<file path="config.mk">
export PLATFORM = sky130hd
export DESIGN_NAME = xpbd_ctrl
export DESIGN_NICKNAME = d
export VERILOG_FILES = /design/src/hdl/xpbd_pkg.sv /design/src/hdl/xpbd_ctrl.sv
export SDC_FILE = /design/constraint.sdc
export NUM_CORES = 1
export LEC_CHECK = 0
export BUFFER_PORTS_ARGS = -buffer_cell sky130_fd_sc_hd__buf_2
export CORE_ASPECT_RATIO = 0.8
export CORE_MARGIN = 2
export CORE_UTILIZATION = 45
export CTS_CLUSTER_SIZE = 8
export DETAILED_ROUTE_END_ITERATION = 12
export PLACE_DENSITY = 0.77
export SLEW_MARGIN = 20
export SYNTH_ARGS = -nofsm -noshare
export SYNTH_HDL_FRONTEND = slang
export SYNTH_SLANG_ARGS = --single-unit
export TNS_END_PERCENT = 10
</file>
<file path="constraint.sdc">
create_clock -name clock -period 3.1 [get_ports clock]
set_input_delay 0.155 -clock clock [delete_from_list [all_inputs] [get_ports clock]]
set_output_delay 0.155 -clock clock [all_outputs]
set_load 0.02 [all_outputs]
</file>
<file path="src/hdl/xpbd_pkg.sv">
// Shared types, constants and a helper function of the edge constraint solver.
package xpbd_pkg;

   // Store sizes and the address widths that follow from them.
   localparam int PARTICLES = 1024;
   localparam int EDGES     = 4096;
   localparam int PART_AW   = (PARTICLES > 1) ? $clog2(PARTICLES) : 1;
   localparam int EDGE_AW   = (EDGES > 1) ? $clog2(EDGES) : 1;

   // Field widths.
   localparam int IDX_W      = 10;
   localparam int EDGE_IDX_W = 12;
   localparam int POS_W      = 32;
   localparam int MASS_W     = 24;
   localparam int ALPHA_W    = 32;
   localparam int REST_W     = 32;
   localparam int PART_DW    = 3 * POS_W + MASS_W;

   // Register port.
   localparam int CSR_AW = 3;
   localparam int CSR_DW = 32;
   localparam logic CSR_ALPHA_WORD = 1'b0;

   // Datapath widths.
   localparam int DABS_W = 32;   // magnitude of a coordinate difference
   localparam int LEN_W  = 33;   // edge length
   localparam int SQ_W   = 66;   // sum of squares
   localparam int MUL_W  = 33;   // multiplier operand
   localparam int PROD_W = 66;   // multiplier product
   localparam int BASE_W = 65;   // |C| * |d|
   localparam int NUM_W  = 90;   // dividend
   localparam int QUO_W  = 34;   // quotient bits produced
   localparam int REM_W  = 66;   // divider remainder
   localparam int SQR_W  = 35;   // square root remainder
   localparam int C_W    = 34;   // signed constraint value
   localparam int DEN_W  = 33;   // w1 + w2 + alpha
   localparam int SUM_W  = 36;   // coordinate plus correction

   // Iteration counts.
   localparam int SQRT_STEPS = SQ_W / 2;
   localparam int DIV_STEPS  = QUO_W;
   localparam int CNT_W      = 6;

   // Opcodes.
   localparam logic [1:0] OP_WRITE = 2'd0;
   localparam logic [1:0] OP_READ  = 2'd1;
   localparam logic [1:0] OP_REST  = 2'd2;
   localparam logic [1:0] OP_SOLVE = 2'd3;

   // Result status codes.
   localparam logic [1:0] ST_DONE  = 2'd0;
   localparam logic [1:0] ST_FIXED = 2'd1;
   localparam logic [1:0] ST_ZERO  = 2'd2;

   // Multiplier operand selections.
   localparam logic [2:0] MUL_NONE = 3'd0;
   localparam logic [2:0] MUL_SQ   = 3'd1;
   localparam logic [2:0] MUL_DD   = 3'd2;
   localparam logic [2:0] MUL_BASE = 3'd3;
   localparam logic [2:0] MUL_LO   = 3'd4;
   localparam logic [2:0] MUL_HI   = 3'd5;

   typedef struct packed {
      logic [1:0]              opcode;
      logic [IDX_W-1:0]        first_particle;
      logic [IDX_W-1:0]        second_particle;
      logic [EDGE_IDX_W-1:0]   edge_index;
      logic signed [POS_W-1:0] pos_x;
      logic signed [POS_W-1:0] pos_y;
      logic signed [POS_W-1:0] pos_z;
      logic [MASS_W-1:0]       recip_mass;
   } xpbd_req_type;

   typedef struct packed {
      logic signed [POS_W-1:0] read_x;
      logic signed [POS_W-1:0] read_y;
      logic signed [POS_W-1:0] read_z;
      logic [1:0]              status;
      logic signed [POS_W-1:0] constraint_error;
   } xpbd_rsp_type;

   // Commands from the controller to the datapath.
   typedef struct packed {
      logic       req_load;
      logic       wr_req;
      logic       rd_part;
      logic       rd_b;
      logic       read_load;
      logic       load_a;
      logic       load_b;
      logic       diff;
      logic [1:0] k;
      logic       psel;
      logic [2:0] mul_sel;
      logic       acc_load;
      logic       acc_add;
      logic       sqrt_step;
      logic       eval;
      logic       check;
      logic       rest_wr;
      logic       dd_load;
      logic       base_load;
      logic       num_lo;
      logic       num_hi;
      logic       div_init;
      logic       div_step;
      logic       upd;
      logic       wr_upd;
   } xpbd_cmd_type;

   // Status from the datapath to the controller.
   typedef struct packed {
      logic fixed;
      logic zero;
   } xpbd_stat_type;

   // Clamp a signed value to the signed Q16.16 range.
   function automatic logic signed [POS_W-1:0] sat_pos(input logic signed [SUM_W-1:0] v);
      logic signed [SUM_W-1:0] hi_lim;
      logic signed [SUM_W-1:0] lo_lim;
      hi_lim = 36'sh07FFFFFFF;
      lo_lim = 36'shF80000000;
      if (v > hi_lim) begin
         return 32'sh7FFFFFFF;
      end else if (v < lo_lim) begin
         return 32'sh80000000;
      end
      return v[POS_W-1:0];
   endfunction

endpackage

</file>
<file path="src/hdl/xpbd_ctrl.sv">
// Controller state machine that sequences the datapath for each item.
module xpbd_ctrl (
   input  logic                    clock,
   input  logic                    reset,
   input  logic                    start,
   input  logic [1:0]              opcode,
   input  xpbd_pkg::xpbd_stat_type stat,
   output xpbd_pkg::xpbd_cmd_type  cmd,
   output logic                    busy,
   output logic                    rsp_valid
);
   import xpbd_pkg::*;

   localparam logic [4:0] S_IDLE     = 5'd0;
   localparam logic [4:0] S_WRITE    = 5'd1;
   localparam logic [4:0] S_RD_A     = 5'd2;
   localparam logic [4:0] S_READ_LD  = 5'd3;
   localparam logic [4:0] S_RD_B     = 5'd4;
   localparam logic [4:0] S_LD_B     = 5'd5;
   localparam logic [4:0] S_DIFF     = 5'd6;
   localparam logic [4:0] S_SQ       = 5'd7;
   localparam logic [4:0] S_SQRT     = 5'd8;
   localparam logic [4:0] S_EVAL     = 5'd9;
   localparam logic [4:0] S_CHECK    = 5'd10;
   localparam logic [4:0] S_DD       = 5'd11;
   localparam logic [4:0] S_DD_LD    = 5'd12;
   localparam logic [4:0] S_BASE     = 5'd13;
   localparam logic [4:0] S_BASE_LD  = 5'd14;
   localparam logic [4:0] S_MLO      = 5'd15;
   localparam logic [4:0] S_MHI      = 5'd16;
   localparam logic [4:0] S_MSUM     = 5'd17;
   localparam logic [4:0] S_DIV_INIT = 5'd18;
   localparam logic [4:0] S_DIV      = 5'd19;
   localparam logic [4:0] S_UPD      = 5'd20;
   localparam logic [4:0] S_WR_A     = 5'd21;
   localparam logic [4:0] S_WR_B     = 5'd22;
   localparam logic [4:0] S_DONE     = 5'd23;

   logic [4:0]       state_ff, state_in;
   logic [CNT_W-1:0] cnt_ff, cnt_in;
   logic [1:0]       k_ff, k_in;
   logic             psel_ff, psel_in;
   logic [1:0]       op_ff, op_in;

   // Next state and command decode.
   always_comb begin
      state_in    = state_ff;
      cnt_in      = cnt_ff;
      k_in        = k_ff;
      psel_in     = psel_ff;
      op_in       = op_ff;
      cmd         = '0;
      cmd.k       = k_ff;
      cmd.psel    = psel_ff;
      cmd.mul_sel = MUL_NONE;
      case (state_ff)
         S_IDLE: begin
            if (start) begin
               cmd.req_load = 1'b1;
               op_in        = opcode;
               state_in     = (opcode == OP_WRITE) ? S_WRITE : S_RD_A;
            end
         end
         S_WRITE: begin
            cmd.wr_req = 1'b1;
            state_in   = S_DONE;
         end
         S_RD_A: begin
            cmd.rd_part = 1'b1;
            state_in    = (op_ff == OP_READ) ? S_READ_LD : S_RD_B;
         end
         S_READ_LD: begin
            cmd.read_load = 1'b1;
            state_in      = S_DONE;
         end
         S_RD_B: begin
            cmd.rd_part = 1'b1;
            cmd.rd_b    = 1'b1;
            cmd.load_a  = 1'b1;
            state_in    = S_LD_B;
         end
         S_LD_B: begin
            cmd.load_b = 1'b1;
            state_in   = S_DIFF;
         end
         S_DIFF: begin
            cmd.diff = 1'b1;
            cnt_in   = '0;
            state_in = S_SQ;
         end
         // Squares go through the multiplier one axis a cycle.
         S_SQ: begin
            cmd.mul_sel  = MUL_SQ;
            cmd.k        = cnt_ff[1:0];
            cmd.acc_load = cnt_ff == CNT_W'(1);
            cmd.acc_add  = cnt_ff >= CNT_W'(2);
            if (cnt_ff == CNT_W'(3)) begin
               cnt_in   = '0;
               state_in = S_SQRT;
            end else begin
               cnt_in = cnt_ff + 1'b1;
            end
         end
         S_SQRT: begin
            cmd.sqrt_step = 1'b1;
            if (cnt_ff == CNT_W'(SQRT_STEPS - 1)) begin
               state_in = S_EVAL;
            end else begin
               cnt_in = cnt_ff + 1'b1;
            end
         end
         S_EVAL: begin
            cmd.eval = 1'b1;
            state_in = S_CHECK;
         end
         S_CHECK: begin
            k_in    = '0;
            psel_in = 1'b0;
            if (op_ff == OP_REST) begin
               cmd.rest_wr = 1'b1;
               state_in    = S_DONE;
            end else begin
               cmd.check = 1'b1;
               state_in  = (stat.fixed || stat.zero) ? S_DONE : S_DD;
            end
         end
         S_DD: begin
            cmd.mul_sel = MUL_DD;
            state_in    = S_DD_LD;
         end
         S_DD_LD: begin
            cmd.dd_load = 1'b1;
            state_in    = S_BASE;
         end
         S_BASE: begin
            cmd.mul_sel = MUL_BASE;
            state_in    = S_BASE_LD;
         end
         S_BASE_LD: begin
            cmd.base_load = 1'b1;
            state_in      = S_MLO;
         end
         S_MLO: begin
            cmd.mul_sel = MUL_LO;
            state_in    = S_MHI;
         end
         S_MHI: begin
            cmd.mul_sel = MUL_HI;
            cmd.num_lo  = 1'b1;
            state_in    = S_MSUM;
         end
         S_MSUM: begin
            cmd.num_hi = 1'b1;
            state_in   = S_DIV_INIT;
         end
         S_DIV_INIT: begin
            cmd.div_init = 1'b1;
            cnt_in       = '0;
            state_in     = S_DIV;
         end
         S_DIV: begin
            cmd.div_step = 1'b1;
            if (cnt_ff == CNT_W'(DIV_STEPS - 1)) begin
               state_in = S_UPD;
            end else begin
               cnt_in = cnt_ff + 1'b1;
            end
         end
         // Second particle of this axis, next axis, or write back.
         S_UPD: begin
            cmd.upd = 1'b1;
            if (!psel_ff) begin
               psel_in  = 1'b1;
               state_in = S_MLO;
            end else begin
               psel_in = 1'b0;
               if (k_ff == 2'd2) begin
                  state_in = S_WR_A;
               end else begin
                  k_in     = k_ff + 1'b1;
                  state_in = S_BASE;
               end
            end
         end
         S_WR_A: begin
            cmd.wr_upd = 1'b1;
            cmd.psel   = 1'b0;
            state_in   = S_WR_B;
         end
         S_WR_B: begin
            cmd.wr_upd = 1'b1;
            cmd.psel   = 1'b1;
            state_in   = S_DONE;
         end
         S_DONE: begin
            state_in = S_IDLE;
         end
         default: begin
            state_in = S_IDLE;
         end
      endcase
   end

   // Control registers.
   always_ff @(posedge clock) begin
      if (reset) begin
         state_ff <= S_IDLE;
         cnt_ff   <= '0;
         k_ff     <= '0;
         psel_ff  <= 1'b0;
         op_ff    <= OP_WRITE;
      end else begin
         state_ff <= state_in;
         cnt_ff   <= cnt_in;
         k_ff     <= k_in;
         psel_ff  <= psel_in;
         op_ff    <= op_in;
      end
   end

   assign busy      = state_ff != S_IDLE;
   assign rsp_valid = state_ff == S_DONE;

endmodule

</file>
==> summary.md <==
| Metric | Value |
|---|---|
| Top-area cell type share of the netlist area | ~20% |
| Status | finished clean |
| Clk buf depth | 2 |
| VDD IR max | 385 µV |
| Max-slew violations | 0 |
| Sequential area share after synthesis | between 10% and 20% |
| Post-CTS Setup Bufs | 0 |
| Area Overhead vs Synth | 13.5% |
| Fin crit period | between 2 and 2.5 ns |
| CTS hold repair buffers | 0 |
| Overflow left after global routing | 0 |
| Port bufs | 36 |
| Vias in the first global route | approximately 1400 |
| Top_reg_cell synth | dfxtp_1 |
| Startpoint types | flop |
| Met1 usage | 33.3% |
| Placed cell areas | about 0.0018 mm² |
| Largest stage delay, worst path | around 0.75 ns |
| GRT Util Overall | between 20% and 30% |
| Slowest cell on the critical path | dfxtp_1 |
| Area leader, netlist | dfxtp_1 |
| Synth top area cells | dfxtp_1, nor2_1, nor3_1 |
| Met3 Use GR | 3.83% |
| Unique masters post-synth | slightly below 60 |
| CP max FO | 19 |
| Post-synth EDFFs | 0 |
| Detailed Routing Iterations Pass 1 | 4 |
| Syn_area_per_cell | ~7.5 µm² |
| Worst EP arrival | approximately 2.2 ns |
| Vias post-DR | 1684 |
| Top delay family on crit path | flip-flops |
| Design Area, Final | between 0.0015 and 0.002 mm² |
| Post-CTS resize count | 0 |
| Worst slew pin tran | approximately 0.74 ns |
| Inst Count DP | between 200 and 300 |
| Post-synthesis net count | ~230 |
| Dpl hpwl | 3120 µm |
| Die Ht | just under 60 µm |
| Root Buffer | clkbuf_8 |
| Initial core utilization | 47.0% |
| # DRC | 0 |
| Routability Congestion | a little under 0.9 |
| Cell Area, Synth | around 0.0016 mm² |
| Register bit count reported by yosys | 16 |
| Hold Path Class | in -> reg |
| Warnings from Yosys | 0 |
| Die X | between 70 and 80 µm |
| Pleak | 0.827 nW |
| Sw frac | between 50% and 60% |
| Final Net Count | about 260 |
| GRT Max-Usage Layer | met1 |
| Worst Clk Skew | 0.0114 ns |
| Most common cell after layout, fill and taps aside | buf_2 |
| Share of total power in sequential cells | a little over a quarter |
| Peak Freq | around 420 MHz |
| Total CTS buffers | 3 |
| Relative slew margins | 50.6% |
| Switch Pwr | approximately 680 µW |
| WP data required | about 3 ns |
| Setup Crit Path Kind | reg -> out |
| Post-Synthesis Cells | 217 |
| # diodes | 0 |
| Gate power share | about three fifths |
| CTS tree | built |
| # IOs | 37 |
| Die Area | slightly above 0.004 mm² |
| Largest net degree at the start of global routing | 26 |
| Tcrit/Tclk final | between 70% and 80% |
| Worst Setup End Kind | output port |
| Total length of routed wires | 4260 µm |
| P_int | around 670 µW |
| Initial DRC Count | between 150 and 200 |
| Finished Layout Cells | between 200 and 300 |
| Clk sink count | 16 |
| Layout cells sized above 1 | 23.4% |
| Met2 Resource Use GR | between 30% and 40% |
| Core area | 0.00345 mm² |
| Final Hold Viols | 0 |
| Power share of the clock group | between 10 and 15% |
| R2r setup slk | approximately 0.95 ns |
| Crit path cell chain | buf_4 > nand3b_4 > nor2_1 > and3_1 > buf_2 |
| Max-Cap Viols | 0 |
| Post-route setup TNS | 0 ns |
| First-pass GRT wire length | 7090 µm |
| Final setup violation count | 0 |
| Clock Latency Late Sink | ~0.26 ns |
| Unrepaired setup endpoints after global routing | no |
| Routed Antenna Nets | 0 |
| Antenna violations before repair | 0 |
| Hold_ws | roughly 0.16 ns |
| CP Buf/Inv Count | 2 |
| Worst-path clk slew | around 0.08 ns |
| Most frequent cells in the layout | buf_2, nor2_1, dfxtp_1 |
| FFs w/ async S/R, synth | 0% |
| Pwr/cell area | 734 mW/mm² |
| DR WL/cell | between 10 and 15 µm |
| # rows | 19 |
| Htree depth | 1 |
| Vias per cell | between 5 and 6 |
-- worst min-delay path, delay by kind of cell --
family,cells,cell delay [ns]
buffers and inverters,1,0.09
AND/OR/NAND/NOR,1,0.07
multiplexers,1,0.06
-- cells in the mapped netlist (all sizes together), types with 6 or more instances --
master and instances:
and3 6, nor3 15, nand3 8, inv 9, o21ai 13, buf 18
nand2b 8, nor2b 9, nor2 27, a21oi 8, dfxtp 16, nand2 12
-- area by class of cell --
type / count / area, µm²
inverters: 9 / 33.8
multi-input cells: 174 / 1160
clock buffers: 4 / 55.1
flip-flops and latches: 16 / 320
repair buffers: 41 / 218
well taps: 42 / 52.6
fillers: 339 / 1610
-- power by group through the flow --
| stage | Clock, mW | Combinational [mW] | Sequential [mW] |
|---|---|---|---|
| finish | 0.194 | 0.799 | 0.355 |
| global route | 0.210 | 0.883 | 0.365 |
| global placement | 0 | 0.777 | 0.355 |
| CTS | 0.196 | 0.791 | 0.351 |
| detailed placement | 0 | 0.788 | 0.355 |
| floorplan | 0 | 0.715 | 0.268 |
-- kinds of logic after synthesis --
| kind of cell | synth area share [%] |
|---|---|
| AO/OA/AOI/OAI | 21.3 |
| XOR/XNOR | 3.79 |
| adder cells (fa/ha/maj) | 3.86 |
| buffers and inverters | 8.66 |
| flip-flops | 19.8 |
| multiplexers | 2.47 |
| AND/OR/NAND/NOR | 40.2 |
-- stage by stage --
| stage | power, mW | setup WS [ns] | utilization, % |
|---|---|---|---|
| 2_1_floorplan | 0.983 | 1.38 | - |
| 3_3_place_gp | 1.13 | 1.10 | 51.7 |
| 3_5_place_dp | 1.14 | 1.04 | 51.7 |
| 4_1_cts | 1.34 | 0.776 | 53.3 |
| 5_1_grt | 1.46 | 0.590 | 53.3 |
| 6_report | 1.35 | 0.726 | 53.3 |
-- final timing paths --
path | from | cells after the start | end
worst max-delay path | state_ff[1] | 5 | cmd[13]
worst min-delay path | opcode[1] | 3 | op_ff[1]
worst max register to register | state_ff[1] | 6 | state_ff[2]
worst min register to register | op_ff[1] | 2 | op_ff[1]
-- sequential cells by signal, summed over array words and instances, names as in the netlist --
register  cells
cnt_ff        6
k_ff          2
op_ff         2
psel_ff       1
state_ff      5
-- metal layers --
metal	share of wire (%)	vias up
met5	0	-
met4	1.5	0
met3	6.6	6
met2	42	68
met1	50	776
li1	-	834
Note: power is estimated with default switching activity, not from simulation.
